[src/hdl/rip_pkg.sv]
`timescale 1ns / 1ps
// ----------------------------------------------------------------------------
// rip_pkg: shared types and constants for the Rand index block
// Label and count widths, request and result structs, divider sizing.
// ----------------------------------------------------------------------------
package rip_pkg;

    localparam int LABEL_COUNT = 16;
    localparam int LABEL_W     = $clog2(LABEL_COUNT);
    localparam int CELL_COUNT  = LABEL_COUNT * LABEL_COUNT;
    localparam int CELL_W      = 2 * LABEL_W;
    localparam int MAX_ITEMS   = 65536;
    localparam int COUNT_W     = $clog2(MAX_ITEMS + 1);
    localparam int PAIR_W      = 31;
    localparam int FRAC_W      = 16;
    localparam int IDX_W       = FRAC_W + 1;
    localparam int QUO_W       = IDX_W;
    localparam int ITER_W      = $clog2(QUO_W);
    localparam int DVD_W       = PAIR_W + FRAC_W + 1;
    localparam int Q_DEPTH     = 2;
    localparam int Q_PTR_W     = 1;

    typedef logic [LABEL_W-1:0] label_t;
    typedef logic [CELL_W-1:0]  cell_t;
    typedef logic [COUNT_W-1:0] count_t;
    typedef logic [PAIR_W-1:0]  pair_t;
    typedef logic [IDX_W-1:0]   index_t;

    localparam count_t MAX_ITEMS_C = count_t'(MAX_ITEMS);
    localparam index_t INDEX_ONE   = index_t'(1 << FRAC_W);

    typedef struct packed {
        label_t cluster_label;
        label_t class_label;
        logic   last_item;
    } in_item_t;

    typedef struct packed {
        index_t rand_index;
        pair_t  agreeing_pairs;
        pair_t  total_pairs;
        logic   too_few_items;
    } result_t;

    // Finished data set: item count and the three pair sums.
    typedef struct packed {
        count_t n;
        pair_t  same_cluster;
        pair_t  same_class;
        pair_t  same_both;
    } tally_t;

endpackage

[src/hdl/rip_back.sv]
`timescale 1ns / 1ps
`default_nettype none
// ----------------------------------------------------------------------------
// rip_back: Rand index evaluation
// Total pairs by one multiply, agreeing pairs by add/subtract, then a
// restoring divider producing one quotient bit per cycle into a result reg.
// ----------------------------------------------------------------------------
module rip_back (
    input  wire logic            clk,
    input  wire logic            rst_n,
    input  wire logic            q_empty,
    input  wire rip_pkg::tally_t q_data,
    output logic                 q_pop,
    output logic                 empty,
    input  wire logic            pop,
    output rip_pkg::result_t     result
);

    localparam logic [2:0] ST_IDLE = 3'd0;
    localparam logic [2:0] ST_TOT  = 3'd1;
    localparam logic [2:0] ST_AGR  = 3'd2;
    localparam logic [2:0] ST_PREP = 3'd3;
    localparam logic [2:0] ST_DIV  = 3'd4;
    localparam logic [2:0] ST_FIN  = 3'd5;

    localparam logic [rip_pkg::ITER_W-1:0] ITER_LAST =
        rip_pkg::ITER_W'(rip_pkg::QUO_W - 1);
    localparam logic [rip_pkg::ITER_W-1:0] ITER_ONE =
        rip_pkg::ITER_W'(1);

    logic [2:0]                   st_reg;
    logic [2:0]                   st_next;
    rip_pkg::tally_t              tally_reg;
    rip_pkg::pair_t               total_reg;
    rip_pkg::pair_t               agree_reg;
    rip_pkg::pair_t               rem_reg;
    logic [rip_pkg::QUO_W-1:0]    dvd_reg;
    logic [rip_pkg::ITER_W-1:0]   iter_reg;
    logic                         few_reg;
    rip_pkg::result_t             out_reg;
    logic                         out_vld_reg;

    logic [2*rip_pkg::COUNT_W-1:0] prod;
    rip_pkg::count_t               n_m1;
    logic [rip_pkg::PAIR_W:0]      agree_w;
    logic [rip_pkg::DVD_W-1:0]     dividend;
    logic [rip_pkg::PAIR_W:0]      trial;
    logic [rip_pkg::PAIR_W:0]      trial_sub;
    logic                          ge;
    logic                          out_free;
    logic                          load_out;

    assign n_m1     = tally_reg.n - rip_pkg::count_t'(1);
    assign prod     = tally_reg.n * n_m1;
    assign agree_w  = {1'b0, total_reg} + {tally_reg.same_both, 1'b0}
                      - {1'b0, tally_reg.same_cluster} - {1'b0, tally_reg.same_class};
    // Round to nearest: add half the divisor before dividing.
    assign dividend = {1'b0, agree_reg, {rip_pkg::FRAC_W{1'b0}}}
                      + rip_pkg::DVD_W'(total_reg >> 1);
    assign trial     = {rem_reg, dvd_reg[rip_pkg::QUO_W-1]};
    assign trial_sub = trial - {1'b0, total_reg};
    assign ge        = trial >= {1'b0, total_reg};

    assign out_free = !out_vld_reg || pop;
    assign load_out = (st_reg == ST_FIN) && out_free;
    assign q_pop    = (st_reg == ST_IDLE) && !q_empty;
    assign empty    = !out_vld_reg;
    assign result   = out_reg;

    always_comb
    begin
        st_next = st_reg;
        unique case (st_reg)
            ST_IDLE:
            begin
                if (!q_empty)
                begin
                    st_next = ST_TOT;
                end
            end
            ST_TOT:
            begin
                st_next = (tally_reg.n < rip_pkg::count_t'(2)) ? ST_FIN : ST_AGR;
            end
            ST_AGR:  st_next = ST_PREP;
            ST_PREP: st_next = ST_DIV;
            ST_DIV:
            begin
                if (iter_reg == ITER_LAST)
                begin
                    st_next = ST_FIN;
                end
            end
            ST_FIN:
            begin
                if (out_free)
                begin
                    st_next = ST_IDLE;
                end
            end
            default: st_next = ST_IDLE;
        endcase
    end

    always_ff @(posedge clk)
    begin
        if (q_pop)
        begin
            tally_reg <= q_data;
        end
        if (st_reg == ST_TOT)
        begin
            total_reg <= prod[rip_pkg::PAIR_W:1];
            few_reg   <= tally_reg.n < rip_pkg::count_t'(2);
        end
        if (st_reg == ST_AGR)
        begin
            agree_reg <= agree_w[rip_pkg::PAIR_W-1:0];
        end
        if (st_reg == ST_PREP)
        begin
            rem_reg  <= dividend[rip_pkg::DVD_W-1:rip_pkg::QUO_W];
            dvd_reg  <= dividend[rip_pkg::QUO_W-1:0];
            iter_reg <= '0;
        end
        if (st_reg == ST_DIV)
        begin
            rem_reg  <= ge ? trial_sub[rip_pkg::PAIR_W-1:0] : trial[rip_pkg::PAIR_W-1:0];
            dvd_reg  <= {dvd_reg[rip_pkg::QUO_W-2:0], ge};
            iter_reg <= iter_reg + ITER_ONE;
        end
        if (load_out)
        begin
            out_reg.rand_index     <= few_reg ? '0 : dvd_reg;
            out_reg.agreeing_pairs <= few_reg ? '0 : agree_reg;
            out_reg.total_pairs    <= few_reg ? '0 : total_reg;
            out_reg.too_few_items  <= few_reg;
        end
    end

    always_ff @(posedge clk or negedge rst_n)
    begin
        if (!rst_n)
        begin
            st_reg      <= ST_IDLE;
            out_vld_reg <= 1'b0;
        end
        else
        begin
            st_reg <= st_next;
            if (load_out)
            begin
                out_vld_reg <= 1'b1;
            end
            else if (pop)
            begin
                out_vld_reg <= 1'b0;
            end
        end
    end

`ifndef ASSERT_OFF
    a_div_nonzero: assert property (@(posedge clk) disable iff (!rst_n)
        (st_reg == ST_DIV) |-> (total_reg != '0))
        else $error("division started with zero divisor");

    a_index_range: assert property (@(posedge clk) disable iff (!rst_n)
        (st_reg == ST_FIN && !few_reg) |-> (dvd_reg <= rip_pkg::INDEX_ONE))
        else $error("Rand index above one");

    a_load_shows: assert property (@(posedge clk) disable iff (!rst_n)
        load_out |=> (out_vld_reg && st_reg == ST_IDLE))
        else $error("finished result not presented");
`endif

endmodule
`default_nettype wire
[config.mk]
export PLATFORM = sky130hd
export DESIGN_NAME = rip_back
export DESIGN_NICKNAME = d
export VERILOG_FILES = /design/src/hdl/rip_pkg.sv /design/src/hdl/rip_back.sv
export SDC_FILE = /design/constraint.sdc
export NUM_CORES = 1
export LEC_CHECK = 0
export ABC_AREA = 1
export BUFFER_PORTS_ARGS = -buffer_cell sky130_fd_sc_hd__buf_2
export CORE_MARGIN = 3
export CORE_UTILIZATION = 30
export CTS_BUF_LIST = sky130_fd_sc_hd__clkbuf_4 sky130_fd_sc_hd__clkbuf_8
export CTS_CLUSTER_SIZE = 40
export DETAILED_ROUTE_END_ITERATION = 12
export PLACE_DENSITY = 0.41
export SYNTH_ARGS = -nofsm -noshare
export SYNTH_HDL_FRONTEND = slang
export SYNTH_SLANG_ARGS = --single-unit
[constraint.sdc]
create_clock -name clk -period 37.2 [get_ports clk]
set_input_delay 1.86 -clock clk [delete_from_list [all_inputs] [get_ports clk]]
set_output_delay 1.86 -clock clk [all_outputs]
set_load 0.01 [all_outputs]
==> results.md, run 1 <==
* Hold_buf cts at 0
* CORE AREA at roughly 0.091 mm^2
* Top post-synthesis cells by area: edfxtp_1, fa_1, nand2_1
* Asr flop ratio synth at approximately 1.3%
* Worst-skew pair later-pin latency at ~0.76 ns
* Post-CTS setup buffer count at 0
* Slowest stage delay, CP at about 0.74 ns
* CP startpoint kind: flop
* Post-place setup slack at a little under 30 ns
* First-pass iteration count of the detailed router at 7
* Mapped Nets at between 3000 and 4000
* Num rows at 110
* #FFs+latches synth at between 300 and 400
* EDFF count, synth at just over 300
* Final antenna-violating net count at 0
* Layout area overhead at 13.3%
* Post-Syn Area at between 0.02 and 0.03 mm^2
* Commonest cells after routing, fill and taps aside: nand2_1, inv_1, nor2_1
* Hold Path Class: flop to flop
* Die Wd at 310 um
* WP data arrival at ~8.6 ns
* Initial core utilization at 30.6%
* Period utilization at between 20% and 30%
* Max FO, Critical Path at 13
* Netlist cell types at slightly above 40
* Critical path class: flop to flop
* # DRC at 0
* Cells after Synth at between 3000 and 4000
* Relative slew slack at roughly 35%
* Total Die Area at just under 0.1 mm^2
* Clock sinks at 309
* Most common cell after layout, fill and taps aside: nand2_1
* F_max at about 0.12 GHz
* Hold Fails Final Rpt at 0
* Port Buffers at ~190
* Crit path time final at between 8 and 9 ns
* Post-Layout Cell Count at roughly 4700
* Max reg flops at 109
* Pin count of the biggest net entering global routing at 81
* Clock buffer count from CTS at slightly above 60
* CTS resizes at 0
* Clk root buf: clkbuf_8
* Placed Cells incl. Taps at 4556
* Most used cell, CP: inv_1
* Area leader, netlist: edfxtp_1
* Share of cells above drive strength 1 at under 10%
* Critical Path RT at ~38 ns
* Seq/Total Area, Yosys at between 30% and 40%
* DR vias/cell at roughly 4.6
* Synth Area per Inst at 8.60 um^2
* CP max stage cell: ha_1
* Top FF cell, synth: edfxtp_1
* Final Net Count at approximately 4000
* YS warnings at 0
* Hold slack at 0.542 ns
* Die height at approximately 310 um
* Global Route Usage Sum at between 10% and 20%
* GRT overflow at 0
* CTS tree: yes
* Fin. max-slew vios at 0
* Least-Margin Pin Slew at between 0.9 and 1 ns
* Placer Congestion at 0.879
* Initial antenna violation count at 3
* H-Tree Level Count at 2
* RSZ-0062 raised after global routing: no
* Vias in the first global route at 22124
* Via count at between 20000 and 25000
* Final Setup Violations at 0
* First-pass GRT wire length at between 100000 and 150000 um
* Total of max-cap violations at 0
* DR iter-0 viols at between 1000 and 1500
* IO Pins at approximately 200
* Post-DP HPWL at just over 70000 um
* Post-Route WL at 89800 um
* TNS Setup at 0 ns
* Crit end category: flop
* Routed wire length per instance at between 15 and 20 um
* Clock transition at the registers of the reported paths at around 0.06 ns
* Clk_skew at roughly 0.07 ns
* Crit path setup slack, layout at slightly below 30 ns
* Outcome: completed
* Synth top area share at between 30% and 40%
* Clock Path Buffers at 3
## worst max-delay path, delay by kind of cell, from the launching register on
family | cells | cell delay [ns]
buffers and inverters | 11 | 0.99
AND/OR/NAND/NOR | 12 | 2.11
adder cells (fa/ha/maj) | 9 | 4.36
flip-flops | 1 | 0.36
## per-layer routing
layer | vias to the layer above | wire, um | track usage, %
met4 | 0 | 1570 | 3.70
met1 | 10594 | 44400 | 28.2
met2 | 501 | 39100 | 29.2
met3 | 87 | 4670 | 3.01
met5 | - | 0 | 0
li1 | 10479 | - | -
## synth_stat cells, types with 33 or more instances
library cell and count:
nand3_1 137, fa_1 283, clkbuf_1 53, xor2_1 45, o21ai_0 84, nand2_1 731
edfxtp_1 305, nor3_1 33, ha_1 193, inv_1 723, nand4_1 49, nor2_1 346
a21oi_1 118
## stage by stage
| stage | area, um^2 | util, % |
|---|---|---|
| after floorplan | 27800 | - |
| after global placement | 30100 | 33.2 |
| after detailed placement | 30100 | 33.2 |
| after CTS | 31500 | 34.6 |
| after global routing | 31500 | 34.6 |
| final | 31500 | 34.6 |
## cell families after synthesis
| logic type | synth area share (%) |
|---|---|
| AND/OR/NAND/NOR | 19.6 |
| buffers and inverters | 10.9 |
| AO/OA/AOI/OAI | 4.83 |
| adder cells (fa/ha/maj) | 29.1 |
| XOR/XNOR | 2.27 |
| flip-flops | 33.3 |
## layout make-up
type,instances,area (um^2)
well taps,1176,1470
diodes,2,5.00
flip-flops and latches,309,9260
repair buffers,217,1140
clock inverters,38,378
inverters,728,2730
fillers,9705,59400
clock buffers,74,943
multi-input cells,2126,15500
## path summary, 6_finish.rpt
path | start | to | slack, ns | cells after the start
max | tally_reg[94]$_DFFE_PP_ | total_reg[30]$_DFFE_PN_ | 29.10 | 32
max in group asynchronous | rst_n | st_reg[1]$_DFFE_PN0P_ | 36.13 | 1
max reg2reg | tally_reg[94]$_DFFE_PP_ | total_reg[30]$_DFFE_PN_ | 29.10 | 32
min | dvd_reg[5]$_DFFE_PP_ | result[68]$_SDFFCE_PP0P_ | 0.54 | 2
min reg2reg | dvd_reg[5]$_DFFE_PP_ | result[68]$_SDFFCE_PP0P_ | 0.54 | 2
min in group asynchronous | rst_n | out_vld_reg$_DFFE_PN0P_ | 0.95 | 1
Power of run 1 is not shown: default switching activity piles up to over one toggle a cycle in this logic, so the estimate is an artifact.
==> inputs of run 2 (changes only) <==
--- a/config.mk
+++ b/config.mk
@@ -12,7 +12,7 @@
 export CTS_BUF_LIST = sky130_fd_sc_hd__clkbuf_4 sky130_fd_sc_hd__clkbuf_8
 export CTS_CLUSTER_SIZE = 40
 export DETAILED_ROUTE_END_ITERATION = 12
-export PLACE_DENSITY = 0.41
+export PLACE_DENSITY = 0.43
 export SYNTH_ARGS = -nofsm -noshare
 export SYNTH_HDL_FRONTEND = slang
 export SYNTH_SLANG_ARGS = --single-unit
==> constraint.sdc (replaced) <==
create_clock -name clk -period 7.33 [get_ports clk]
set_input_delay 0.3665 -clock clk [delete_from_list [all_inputs] [get_ports clk]]
set_output_delay 0.3665 -clock clk [all_outputs]
set_load 0.01 [all_outputs]
==> run 2 against run 1 <==
Effect of this change:
- die area stayed put
- clock skew is 0.012 ns higher
- maximum frequency is 17% higher
- core utilization is 2.1 points higher
- global-route usage is 0.17 points lower
- wire length is 0.87% lower
- largest cell class unchanged
==> results.md, run 2 (synthesis results as in run 1) <==
* CP max stage cell: fa_1
* Hold Fails Final Rpt at 0 (unchanged)
* Commonest cells after routing, fill and taps aside: nand2_1, inv_1, nor2_1
* IO Pins at 196 (unchanged)
* Worst Setup SP: tally_reg[94]$_DFFE_PP_
* Max FO, Critical Path at 5 (-8)
* CP startpoint kind: flop
* Max reg flops at 109 (unchanged)
* Crit path time final at 6.92 ns (-1.18 ns)
* Most used cell, CP: inv_1
* Final Net Count at 4258 (+5.6%)
* Share of cells above drive strength 1 at 12.4% (+2.6 points)
* Relative slew slack at 36.6% (+2.0 points)
* Slowest stage delay, CP at 0.56 ns (-0.18 ns)
* Hold Path Class: input port to flop
* Critical R2R Launch: tally_reg[94]$_DFFE_PP_
* Port Buffers at 194 (unchanged)
* First-pass GRT wire length at 135000 um (-0.85%)
* Most common cell after layout, fill and taps aside: nand2_1
* Total Die Area at 0.0963 mm^2 (unchanged)
* Fin. max-slew vios at 0 (unchanged)
* Clock sinks at 309 (unchanged)
* Total of max-cap violations at 0 (unchanged)
* RSZ-0062 raised after global routing: no
* Post-DP HPWL at 72400 um (+1.6%)
* GRT overflow at 0 (unchanged)
* DR iter-0 viols at 1550 (+7.1%)
* FF-to-FF setup slack at 0.41 ns (-28.69 ns)
* Hold slack at 0.329 ns (-0.213 ns)
* Routed wire length per instance at 18.2 um (-5.5%)
* Vias in the first global route at 22643 (+2.3%)
* Placed Cells incl. Taps at 4670 (+2.5%)
* Utilization after layout at 36.8% (+2.1 points)
* Num rows at 110 (unchanged)
* CORE AREA at 0.0908 mm^2 (unchanged)
* Clock transition at the registers of the reported paths at 0.06 ns (about the same)
* F_max at 0.144 GHz (+17%)
* Pin count of the biggest net entering global routing at 81 (unchanged)
* Period utilization at 94.4% (+73 points)
* Via count at 22211 (+2.5%)
* First-pass iteration count of the detailed router at 5 (-2)
* Die Wd at 310 um (unchanged)
* H-Tree Level Count at 2 (unchanged)
* Final Setup Violations at 0 (unchanged)
* Global Route Usage Sum at 18.8% (-0.17 points)
* Largest delay share family, worst path: adder cells
* Outcome: completed
* Critical path class: flop to flop
* Final antenna-violating net count at 0 (unchanged)
* Post-Route WL at 89000 um (-0.87%)
* Clock buffer count from CTS at 59 (-3.3%)
* Placer Congestion at 0.871 (-0.93%)
* Clock Path Buffers at 3 (unchanged)
* TNS Setup at 0 ns (unchanged)
* Crit end category: flop
* # DRC at 0 (unchanged)
* Clk_skew at 0.0832 ns (+0.0125 ns)
* Clk root buf: clkbuf_8
* DR vias/cell at 4.54 (-2.2%)
* Critical Path RT at 7.82 ns (-29.84 ns)
* Hold_sp: q_data[64]
* WP data arrival at 7.41 ns (-1.15 ns)
* Worst path buffer plus inverter count at 9 (-2)
* Post-Layout Cell Count at 4897 (+4.9%)
* Die height at 310 um (unchanged)
* CTS tree: yes
* Initial antenna violation count at 2 (-1)
* Layout area overhead at 20.2%
* Initial core utilization at 30.6% (unchanged)
* Fill cells at 9539 (-1.7%)
* Least-Margin Pin Slew at 0.951 ns (-0.0300 ns)
* Worst-skew pair later-pin latency at 0.76 ns (about the same)
-- run 2: changes by cell type in the layout (fill, tap and decap cells not counted), moves of 4 or more --
cell / delta
clkinv_2: +5
bufinv_16: -6
buf_12: +4
clkbuf_4: +7
dlygate4sd3_1: +113
buf_4: +110
-- run 2: path summary, 6_finish.rpt --
path                                            end  cells past startpoint
min reg2reg                result[65]$_SDFFCE_PP0P_                      2
max in group asynchronous   out_vld_reg$_DFFE_PN0P_                      3
max                         total_reg[29]$_DFFE_PN_                     29
min                         tally_reg[64]$_DFFE_PP_                      2
max reg2reg                 total_reg[29]$_DFFE_PN_                     29
min in group asynchronous     st_reg[1]$_DFFE_PN0P_                      3
-- run 2: metrics by stage --
stage                     cell area (um^2)  setup WS, ns
after global routing                 33400        0.0248
final                                33400         0.407
after detailed placement             31100         0.333
after CTS                            33400         0.266
after floorplan                      27800         0.151
after global placement               31100         0.235
-- run 2: cell type report --
type	instances	area, um^2	area share [%]
Timing Repair Buffer	444	3180	9.53
Multi-Input combinational cell	2126	15600	46.6
Sequential cell	309	9260	27.7
Clock inverter	34	226	0.678
Clock buffer	78	955	2.86
Tap cell	1176	1470	4.41
Antenna cell	2	5.00	0.0150
Inverter	728	2730	8.18
-- run 2: timing repair --
action	in CTS	in global routing
endpoints found under the hold margin	116	0
hold buffers	113	0
setup endpoints to repair	0	12
buffers inserted	0	0
resized for setup	0	5
-- run 2: layer usage --
| metal | vias up | GRT usage, % | share of wire [%] |
|---|---|---|---|
| met3 | 79 | 2.80 | 5.3 |
| li1 | 10913 | - | - |
| met5 | - | 0 | 0 |
| met4 | 0 | 3.77 | 1.8 |
| met1 | 10728 | 27.3 | 48 |
| met2 | 491 | 29.8 | 45 |
Power of run 2 is left out for the same reason.
