## src/hdl/rip_pkg.sv

```systemverilog
`timescale 1ns / 1ps
// ----------------------------------------------------------------------------
// rip_pkg: shared types and constants for the Rand index block
// Label and count widths, request and result structs, divider sizing.
// ----------------------------------------------------------------------------
package rip_pkg;

    localparam int LABEL_COUNT = 16;
    localparam int LABEL_W     = $clog2(LABEL_COUNT);
    localparam int CELL_COUNT  = LABEL_COUNT * LABEL_COUNT;
    localparam int CELL_W      = 2 * LABEL_W;
    localparam int MAX_ITEMS   = 65536;
    localparam int COUNT_W     = $clog2(MAX_ITEMS + 1);
    localparam int PAIR_W      = 31;
    localparam int FRAC_W      = 16;
    localparam int IDX_W       = FRAC_W + 1;
    localparam int QUO_W       = IDX_W;
    localparam int ITER_W      = $clog2(QUO_W);
    localparam int DVD_W       = PAIR_W + FRAC_W + 1;
    localparam int Q_DEPTH     = 2;
    localparam int Q_PTR_W     = 1;

    typedef logic [LABEL_W-1:0] label_t;
    typedef logic [CELL_W-1:0]  cell_t;
    typedef logic [COUNT_W-1:0] count_t;
    typedef logic [PAIR_W-1:0]  pair_t;
    typedef logic [IDX_W-1:0]   index_t;

    localparam count_t MAX_ITEMS_C = count_t'(MAX_ITEMS);
    localparam index_t INDEX_ONE   = index_t'(1 << FRAC_W);

    typedef struct packed {
        label_t cluster_label;
        label_t class_label;
        logic   last_item;
    } in_item_t;

    typedef struct packed {
        index_t rand_index;
        pair_t  agreeing_pairs;
        pair_t  total_pairs;
        logic   too_few_items;
    } result_t;

    // Finished data set: item count and the three pair sums.
    typedef struct packed {
        count_t n;
        pair_t  same_cluster;
        pair_t  same_class;
        pair_t  same_both;
    } tally_t;

endpackage

```

## src/hdl/rip_fifo.sv

```systemverilog
`timescale 1ns / 1ps
`default_nettype none
// ----------------------------------------------------------------------------
// rip_fifo: short request queue between front and back end
// Holds finished tallies so counting of the next data set keeps going.
// ----------------------------------------------------------------------------
module rip_fifo (
    input  wire logic            clk,
    input  wire logic            rst_n,
    input  wire logic            wr_en,
    input  wire rip_pkg::tally_t wr_data,
    output logic                 q_full,
    input  wire logic            rd_en,
    output rip_pkg::tally_t      rd_data,
    output logic                 q_empty
);

    rip_pkg::tally_t           mem_reg [rip_pkg::Q_DEPTH];
    logic [rip_pkg::Q_PTR_W-1:0] wr_ptr_reg;
    logic [rip_pkg::Q_PTR_W-1:0] rd_ptr_reg;
    logic [rip_pkg::Q_PTR_W:0]   cnt_reg;
    logic                        do_wr;
    logic                        do_rd;

    localparam logic [rip_pkg::Q_PTR_W-1:0] PTR_LAST =
        rip_pkg::Q_PTR_W'(rip_pkg::Q_DEPTH - 1);
    localparam logic [rip_pkg::Q_PTR_W:0] CNT_FULL =
        (rip_pkg::Q_PTR_W + 1)'(rip_pkg::Q_DEPTH);
    localparam logic [rip_pkg::Q_PTR_W:0] CNT_ONE =
        (rip_pkg::Q_PTR_W + 1)'(1);

    assign q_full  = cnt_reg == CNT_FULL;
    assign q_empty = cnt_reg == '0;
    assign rd_data = mem_reg[rd_ptr_reg];
    assign do_wr   = wr_en && !q_full;
    assign do_rd   = rd_en && !q_empty;

    always_ff @(posedge clk)
    begin
        if (do_wr)
        begin
            mem_reg[wr_ptr_reg] <= wr_data;
        end
    end

    always_ff @(posedge clk or negedge rst_n)
    begin
        if (!rst_n)
        begin
            wr_ptr_reg <= '0;
            rd_ptr_reg <= '0;
            cnt_reg    <= '0;
        end
        else
        begin
            if (do_wr)
            begin
                wr_ptr_reg <= (wr_ptr_reg == PTR_LAST) ? '0 : wr_ptr_reg + 1'b1;
            end
            if (do_rd)
            begin
                rd_ptr_reg <= (rd_ptr_reg == PTR_LAST) ? '0 : rd_ptr_reg + 1'b1;
            end
            if (do_wr && !do_rd)
            begin
                cnt_reg <= cnt_reg + CNT_ONE;
            end
            else if (do_rd && !do_wr)
            begin
                cnt_reg <= cnt_reg - CNT_ONE;
            end
        end
    end

endmodule
`default_nettype wire

```

## config.mk

```make
export PLATFORM = sky130hd
export DESIGN_NAME = rip_fifo
export DESIGN_NICKNAME = d
export VERILOG_FILES = /design/src/hdl/rip_pkg.sv /design/src/hdl/rip_fifo.sv
export SDC_FILE = /design/constraint.sdc
export NUM_CORES = 1
export LEC_CHECK = 0
export ABC_CLOCK_PERIOD_IN_PS = 6610
export CORE_MARGIN = 2
export CORE_UTILIZATION = 34
export DETAILED_ROUTE_END_ITERATION = 10
export DONT_BUFFER_PORTS = 1
export SLEW_MARGIN = 30
export SYNTH_ARGS = -nofsm -noshare
export SYNTH_HDL_FRONTEND = slang
export SYNTH_SLANG_ARGS = --single-unit
```

## constraint.sdc

```tcl
create_clock -name clk -period 6.61 [get_ports clk]
set_clock_uncertainty 0.15 [all_clocks]
set_input_delay 0.9915 -clock clk [delete_from_list [all_inputs] [get_ports clk]]
set_output_delay 0.9915 -clock clk [all_outputs]
set_load 0.02 [all_outputs]
```

==> results of run 1 <==
-- Yosys cell counts (all sizes together) --
library cell	n	area [sq um]
mux2	110	1239
nand2b	1	6.260
edfxtp	220	6606
inv	2	7.510
dfrtp	4	100.1
buf	12	122.6
ha	1	12.51
xor2	2	17.52
xnor2	3	26.28
o21ai	1	5.000
nand2	1	3.750
and3	1	6.260
nor2	3	11.26
-- report_power, final --
part,internal (mW),switching (mW)
logic,0.374,0.814
registers,1.95,0.131
clock network,0.847,0.529
total,3.17,1.47
-- worst max path at each step --
stage,end,slack (ps),cells past startpoint
detailed placement,rd_data[99],3250,2
global route,rd_data[94],2610,2
floorplan,mem_reg[0][0],220,2
finish,rd_data[92],2770,2
global placement,rd_data[96],3340,2
CTS,rd_data[99],2700,2
-- cells in the final DEF, fill, tap and decap left out, drive strengths merged, types with 2 or more instances in the layout --
cell type / instances
xnor2: 3
clkinv: 9
buf: 4
nor2: 3
dfrtp: 4
edfxtp: 220
clkinvlp: 2
xor2: 2
inv: 2
mux2: 110
bufinv: 4
clkbuf: 29
-- stage by stage --
step                      utilization (%)  setup slack [ps]  power, mW  cells
final                               39.59              2770      4.642    717
after global routing                39.59              2615      4.844    717
after CTS                           39.55              2705      4.716    716
after detailed placement            36.05              3250      3.326    672
after global placement              36.05              3335      3.288    672
after floorplan                         -             224.5      3.192    361
-- routing by layer --
metal	GRT usage (%)	share of wire (%)
met3	6.278	13
met5	0	0
met2	18.08	48
met4	3.967	2.5
met1	11.75	37
-- logic make-up after synthesis --
kind of cell / synth area share, %
AO/OA/AOI/OAI: 0.06124
AND/OR/NAND/NOR: 0.3372
XOR/XNOR: 0.5365
multiplexers: 15.17
adder cells (fa/ha/maj): 0.1532
flip-flops: 82.15
buffers and inverters: 1.594
-- area by class of cell --
type | count | area (sq um) | share of cell area [%]
well taps | 319 | 399.1 | 4.282
inverters | 2 | 7.507 | 0.08054
clock buffers | 29 | 640.6 | 6.872
multi-input cells | 123 | 1340 | 14.38
flip-flops and latches | 224 | 6710 | 71.99
repair buffers | 5 | 40.04 | 0.4295
clock inverters | 15 | 183.9 | 1.973
==> run metrics, run 1 <==
status finished, final reports clean; Post-CTS Hold Buffers 0; post-synthesis cell type count 14; fraction of layout cells with a size suffix above 1 approximately 39%; ant diodes 0; Ports around 230; top fanout value on the critical path 62; fin nets 495; Crit-path slowest cell dfrtp_4; RSZ-0062 raised after global routing no; vias 3348; Core Box Area 23540 sq um; Crit path buffers/inverters 1; max_cap viols 0; Final Max Slew Viols 0; Port Buffers 0; TritonCTS clock tree done; clk_lat worst skew approximately 500 ps; residual DRC count 0; Reg clk slew, reported paths 60 ps; postcts setup bufs 0; period utilization between 50% and 60%; Placer Congestion 0.7059; Max Freq 260.4 MHz; Filler cells roughly 2100; Crit path max-delay family flip-flops; die boundary height 159.0 um; crit path capture type primary output; Final ANT Viol Nets 0; hpwl dp 9444 um; post-synthesis instance total 361; Die Footprint 25270 sq um; Worst Setup SP rd_ptr_reg; Slew HR 38.63%; clock period minus worst slack 3840 ps; Slew @ Worst Pin 920.6 ps; sequential fraction of the synthesis area between 80% and 90%; CTS resizes 0; die width approximately 160 um; final wirelength 14620 um; WHS ~380 ps; initial antenna violation count 0; FF-to-FF End mem_reg[1][78]; Final Cell Area 9321 sq um; Max VDD drop 0.4244 mV; Hold Path Depth 1; Hold Path End cnt_reg[1]; Final setup violation count 0; Seq cells post-synth between 200 and 250; length of the first detailed-routing pass in iterations 4; Wirelength per Cell 20.39 um; CP cell instances buf_4 > mux2_2; hold_sp cnt_reg[1]; Yosys Warn Count 0; FP Rows 56; first-pass GRT wire length about 22000 um; FF-to-FF Start cnt_reg[0]; Largest register FFs 220; vias in the first global route 3620; leak pwr 2.999 nW; CP peak stage delay 850 ps; total CTS buffers 24; R2R Setup Slk 3930 ps; Critical Path RT 5470 ps; placed instance area 8487 sq um; r2r worst-path depth 3; largest net degree at the start of global routing 67; area grow syn2layout 14.18%; Worst Path Arrival 2700 ps; GRT Util Overall 10.95%; CTS root buffer clkbuf_16; Initial Util 34.68%; Worst Setup Path Type flop to primary output; Setup TNS 0 ps; final hold vios 0; remaining global-route overflow 0; Avg Inst Size Synth 22.62 sq um; Net Count, Synth 476; P per Cell Area between 400 and 500 nW/um^2; DR vias/cell between 4 and 5; Post-Syn Area 8164 sq um; H-tree levels 1; clock buffer depth 3; Clock Sinks 224; Hold Crit Class flop to flop; detailed router's first-iteration violation count between 150 and 200; type of origin of the critical path flop
Note: power is estimated with default switching activity, not from simulation.
==> inputs of run 2 (changes only) <==
--- a/config.mk
+++ b/config.mk
@@ -5,7 +5,7 @@
 export SDC_FILE = /design/constraint.sdc
 export NUM_CORES = 1
 export LEC_CHECK = 0
-export ABC_CLOCK_PERIOD_IN_PS = 6610
+export ABC_CLOCK_PERIOD_IN_PS = 3800
 export CORE_MARGIN = 2
 export CORE_UTILIZATION = 34
 export DETAILED_ROUTE_END_ITERATION = 10
==> constraint.sdc (replaced) <==
create_clock -name clk -period 3.8 [get_ports clk]
set_clock_uncertainty 0.15 [all_clocks]
set_input_delay 0.57 -clock clk [delete_from_list [all_inputs] [get_ports clk]]
set_output_delay 0.57 -clock clk [all_outputs]
set_load 0.02 [all_outputs]
==> run 2 against run 1 <==
  * Critical path depth is the same
  * Power grew 74%
  * Die area is the same
  * Non-clock buffer count grew 113
  * Via count grew 13%
  * Sequential power grew 69%
  * Count of clock-buffer cells in the layout grew 2
==> run metrics, run 2 (synthesis gave the netlist of run 1 again) <==
status finished, final reports clean; Reg clk slew, reported paths 60 ps (about the same); Switching Fraction 31.60% (-0.15 points); clock power share 27.8% (-1.8 points); FF-to-FF End mem_reg[1][37]; Slew HR 51.64% (+13 points); Wirelength per Cell 18.41 um (-9.7%); detailed router's first-iteration violation count 195 (+20%); FF-to-FF Start cnt_reg[0]; die boundary height 159.0 um (unchanged); Worst Path Arrival 2030 ps (-670 ps); period utilization 72.40%; hpwl dp 9724 um (+3.0%); total CTS buffers 23 (-4.2%); Core Box Area 23540 sq um (unchanged); crit path capture type primary output; Initial Util 34.68% (unchanged); Final ANT Viol Nets 0 (unchanged); Worst Setup Path Type flop to primary output; Flop pwr share 43.5% (-1.3 points); Placer Congestion 0.7176 (+1.7%); leak pwr 3.450 nW (+15%); WHS 137.0 ps (-245.4 ps); Final setup violation count 0 (unchanged); Clock Sinks 224 (unchanged); top fanout value on the critical path 54 (-13%); remaining global-route overflow 0 (unchanged); commonest non-fill, non-tap cell in the layout edfxtp_1; GRT Util Overall 11.67% (+0.72 points); clk_lat worst skew 510 ps (about the same); Die Footprint 25270 sq um (unchanged); H-tree levels 1 (unchanged); commonest cells after routing, fill and taps aside edfxtp_1, dlygate4sd3_1, mux2_2; P per Cell Area 777.3 nW/um^2 (+56%); FP Rows 56 (unchanged); R2R Setup Slk 1550 ps (-2380 ps); area grow syn2layout 27.43%; sw power 2.556 mW (+73%); Final Power 8.087 mW (+74%); CP Capture Point rd_data[14]; first-pass GRT wire length 23400 um (+8.3%); vias 3778 (+13%); fin nets 607 (+23%); clock period minus worst slack about 2800 ps; fraction of layout cells with a size suffix above 1 29.53% (-9.2 points); final hold vios 0 (unchanged); CTS root buffer clkbuf_16; Max VDD drop 0.6100 mV (+44%); Worst Setup SP rd_ptr_reg; DP Cell Count 675 (+0.45%); residual DRC count 0 (unchanged); RSZ-0062 raised after global routing no; Slew @ Worst Pin 725.4 ps (-195.2 ps); initial antenna violation count 1 (+1); Final Max Slew Viols 0 (unchanged); Port Buffers 0 (unchanged); Comb pwr share 28.7% (+3.1 points); Filler cells 2039 (-3.9%); Hold Crit Class input port to flop; die width 159.0 um (unchanged); Internal 5.532 mW (+75%); Critical Path RT 3080 ps (-2390 ps); vias in the first global route 4232 (+17%); clock buffer depth 3 (unchanged); final wirelength 15250 um (+4.3%); DR vias/cell 4.563 (-2.3%); max_cap viols 0 (unchanged); r2r worst-path depth 3 (unchanged); Max Freq ~360 MHz; type of origin of the critical path flop; Post-Layout Cell Count 828 (+15%); final worst slack 1049 ps (-1721 ps); length of the first detailed-routing pass in iterations 4 (unchanged); Largest register FFs 220 (unchanged); largest net degree at the start of global routing 69 (+3.0%); TritonCTS clock tree done; Setup TNS 0 ps (unchanged); DP Worst Slack 1524 ps (-1726 ps); Ports 226 (unchanged); postcts setup bufs 0 (unchanged)
## run 2: cell count changes in the layout (fill, tap and decap cells not counted), sizes merged
cell         before  now
clkinvlp          2    0
buf               4    7
clkbuf           29   31
dlygate4sd3       1  111
inv               2    3
clkinv            9    5
diode             0    1
## run 2: routing by layer
layer | GRT usage [%] | share of wire [%] | up-vias
met5 | 0 | 0 | -
met4 | 3.719 | 3.1 | 0
met3 | 4.350 | 8.2 | 28
met2 | 20.44 | 50 | 157
met1 | 13.28 | 38 | 1900
li1 | - | - | 1693
## run 2: worst min path at each step
| stage | startpoint | to | depth (start not counted) |
|---|---|---|---|
| 2_1_floorplan | rst_n | cnt_reg[0] | 0 |
| 3_3_place_gp | rst_n | cnt_reg[0] | 0 |
| 3_5_place_dp | rst_n | cnt_reg[1] | 0 |
| 4_1_cts | rd_en | rd_ptr_reg | 2 |
| 5_1_grt | rd_en | rd_ptr_reg | 2 |
| 6_report | rd_en | rd_ptr_reg | 2 |
## run 2: area by class of cell
cell class	instances	area, sq um	share of cell area (%)
clock buffers	31	605.6	5.821
clock inverters	10	150.1	1.443
flip-flops and latches	224	6710	64.50
inverters	2	7.507	0.07216
repair buffers	118	1189	11.43
diodes	1	2.502	0.02405
multi-input cells	123	1340	12.88
well taps	319	399.1	3.836
## run 2: what timing repair did
item                      CTS  global route
hold buffers              111             0
gates resized for setup     0             0
hold endpoints to repair  224             0
## run 2: critical path, stage by stage (launching register included)
cell     delay [ps]
dfrtp_4         420
buf_4           550
mux2_2          480
## run 2: power by group through the flow
| stage | logic (mW) | registers, mW | clock network [mW] |
|---|---|---|---|
| final | 2.32 | 3.52 | 2.24 |
| after global routing | 2.47 | 3.57 | 2.41 |
| after CTS | 2.37 | 3.52 | 2.31 |
| after detailed placement | 2.26 | 3.58 | 0 |
| after global placement | 2.22 | 3.55 | 0 |
| after floorplan | 1.96 | 3.56 | 0 |
## run 2: stage by stage
stage          area (sq um)  utilization [%]
2_1_floorplan          8172                -
5_1_grt               10400            44.19
3_3_place_gp           8534            36.25
3_5_place_dp           8534            36.25
4_1_cts               10400            44.18
6_report              10400            44.19
==> inputs of run 3 (changes only) <==
--- a/config.mk
+++ b/config.mk
@@ -5,7 +5,7 @@
 export SDC_FILE = /design/constraint.sdc
 export NUM_CORES = 1
 export LEC_CHECK = 0
-export ABC_CLOCK_PERIOD_IN_PS = 3800
+export ABC_CLOCK_PERIOD_IN_PS = 2420
 export CORE_MARGIN = 2
 export CORE_UTILIZATION = 34
 export DETAILED_ROUTE_END_ITERATION = 10
==> constraint.sdc (replaced) <==
create_clock -name clk -period 2.42 [get_ports clk]
set_clock_uncertainty 0.15 [all_clocks]
set_input_delay 0.363 -clock clk [delete_from_list [all_inputs] [get_ports clk]]
set_output_delay 0.363 -clock clk [all_outputs]
set_load 0.02 [all_outputs]
==> run 3 against run 2 <==
  * Setup slack worse by 960 ps
  * Core utilization down 0.14 points
  * Final cell count down 0.36%
  * Non-clock buffer count up 3
  * Via count down 0.61%
  * Die area unchanged
  * Register-to-register slack worse by 950 ps
  * Power up 52%
  * Count of clock-buffer cells in the layout down 4
  * Sequential share of layout area up 0.20 points
  * Clock power up 34%
  * Sequential cell count unchanged
  * Critical path type unchanged
  * Largest cell class unchanged
  * Highest routed layer unchanged
==> run metrics, run 3 (synthesis gave the netlist of run 1 again) <==
status finished, final reports clean; GRT Util Overall 11.77% (+0.10 points); top fanout value on the critical path 50 (-7.4%); total CTS buffers 23 (unchanged); residual DRC count 0 (unchanged); period utilization about 96%; Max VDD drop 0.5478 mV (-10%); Die Footprint 25270 sq um (unchanged); area grow syn2layout 27.03%; Post-Route Utilization 44.05% (-0.14 points); FF-to-FF End mem_reg[1][105]; r2r worst-path depth 3 (unchanged); R2R Setup Slk 600 ps (-950 ps); hpwl dp 9553 um (-1.8%); clock buffer depth 3 (unchanged); fraction of layout cells with a size suffix above 1 29.50% (about the same); Initial Util 34.68% (unchanged); clock period minus worst slack 2332 ps; first-pass GRT wire length 23590 um (+0.83%); die width 159.0 um (unchanged); die boundary height 159.0 um (unchanged); final hold vios 0 (unchanged); Setup TNS 0 ps (unchanged); FF-to-FF Start cnt_reg[0]; Final Max Slew Viols 0 (unchanged); Core Box Area 23540 sq um (unchanged); largest net degree at the start of global routing 61 (-12%); initial antenna violation count 1 (unchanged); detailed router's first-iteration violation count 165 (-15%); commonest non-fill, non-tap cell in the layout edfxtp_1; hold_sp wr_en; Placer Congestion 0.6875 (-4.2%); RSZ-0062 raised after global routing no; Clock Sinks 224 (unchanged); vias 3755 (-0.61%); Final Power 12.29 mW (+52%); Final ANT Viol Nets 0 (unchanged); CTS resizes 0 (unchanged); Slew HR 72.01% (+20 points); Max Freq 428.9 MHz; clk_lat worst skew 490 ps (-20 ps); Filler cells 2036 (-0.15%); max_cap viols 0 (unchanged); Ports 226 (unchanged); Hold Path Depth 1 (-1); TritonCTS clock tree done; remaining global-route overflow 0 (unchanged); type of origin of the critical path flop; Hold Path End mem_reg[1][68]; Worst Path Arrival 1820 ps (-210 ps); length of the first detailed-routing pass in iterations 4 (unchanged); CTS root buffer clkbuf_16; leak pwr 3.425 nW (-0.72%); crit path capture type primary output; Critical Path RT 1910 ps (-1170 ps); vias in the first global route 4247 (+0.35%); P per Cell Area 1185 nW/um^2 (+52%); FP Rows 56 (unchanged); Final setup violation count 0 (unchanged); H-tree levels 1 (unchanged); DR vias/cell 4.552 (-0.25%); fin nets 610 (+0.49%); final wirelength 15250 um (about the same); Worst Setup Path Type flop to primary output; Port Buffers 0 (unchanged); Reg clk slew, reported paths 60 ps (about the same); Slew @ Worst Pin 418.2 ps (-307.2 ps); Wirelength per Cell 18.48 um (+0.39%); Hold Crit Class input port to flop; Largest register FFs 220 (unchanged); commonest cells after routing, fill and taps aside edfxtp_1, dlygate4sd3_1, mux2_2
## run 3: changes by cell type in the layout (fill, tap and decap cells not counted), moves of 3 or more
cell / change
buf_4: -4
bufinv_16: -4
dlygate4sd3_1: +3
buf_12: +4
clkbuf_1: -4
## run 3: where the power goes
group	total, mW	leakage [nW]	switching [mW]	internal [mW]
combinational	3.71	1.03	2.43	1.28
sequential	5.57	2.09	0.266	5.31
clock	3.00	0.306	1.29	1.71
total	12.3	3.43	3.98	8.30
## run 3: repair_timing
action	in CTS	in global routing
buffers inserted	1	0
setup endpoints to repair	80	0
hold endpoints to repair	226	0
hold buffers	114	0
## run 3: stage by stage
step | hold WS [ps] | cell area [sq um] | instances | setup slack, ps
global placement | -82.34 | 8592 | 674 | 530.8
finish | 125.6 | 10370 | 825 | 88.45
detailed placement | -82.31 | 8592 | 674 | 488.6
CTS | 100.8 | 10370 | 824 | 50.76
floorplan | -82.59 | 8188 | 361 | -399.6
global route | 111.7 | 10370 | 825 | 10.55
## run 3: worst max-delay path, stage by stage, from the launching register on
cell     delay, ps
dfrtp_4        550
buf_12         280
mux2_2         440
## run 3: layout make-up
class / instances / area [sq um] / share of cell area (%)
Sequential cell: 224 / 6710 / 64.70
Multi-Input combinational cell: 123 / 1355 / 13.07
Timing Repair Buffer: 121 / 1269 / 12.23
Clock buffer: 27 / 590.6 / 5.694
Tap cell: 319 / 399.1 / 3.848
Clock inverter: 8 / 37.54 / 0.3619
Inverter: 2 / 7.507 / 0.07239
Antenna cell: 1 / 2.502 / 0.02413
## run 3: layer usage
metal / track usage, % / share of wire [%] / routed length, um
met4: 4.669 / 3.9 / 601
met1: 12.55 / 37 / 5606
met3: 3.907 / 7.2 / 1105
met5: 0 / 0 / 0
met2: 21.52 / 52 / 7937
## run 3: how the worst max path moves through the flow
stage	from	slack, ps	depth (start not counted)	to
3_5_place_dp	rd_ptr_reg	490	2	rd_data[14]
3_3_place_gp	rd_ptr_reg	530	2	rd_data[13]
6_report	rd_ptr_reg	90	2	rd_data[55]
2_1_floorplan	cnt_reg[0]	-400	3	mem_reg[0][0]
4_1_cts	rd_ptr_reg	50	2	rd_data[14]
5_1_grt	rd_ptr_reg	10	2	rd_data[14]
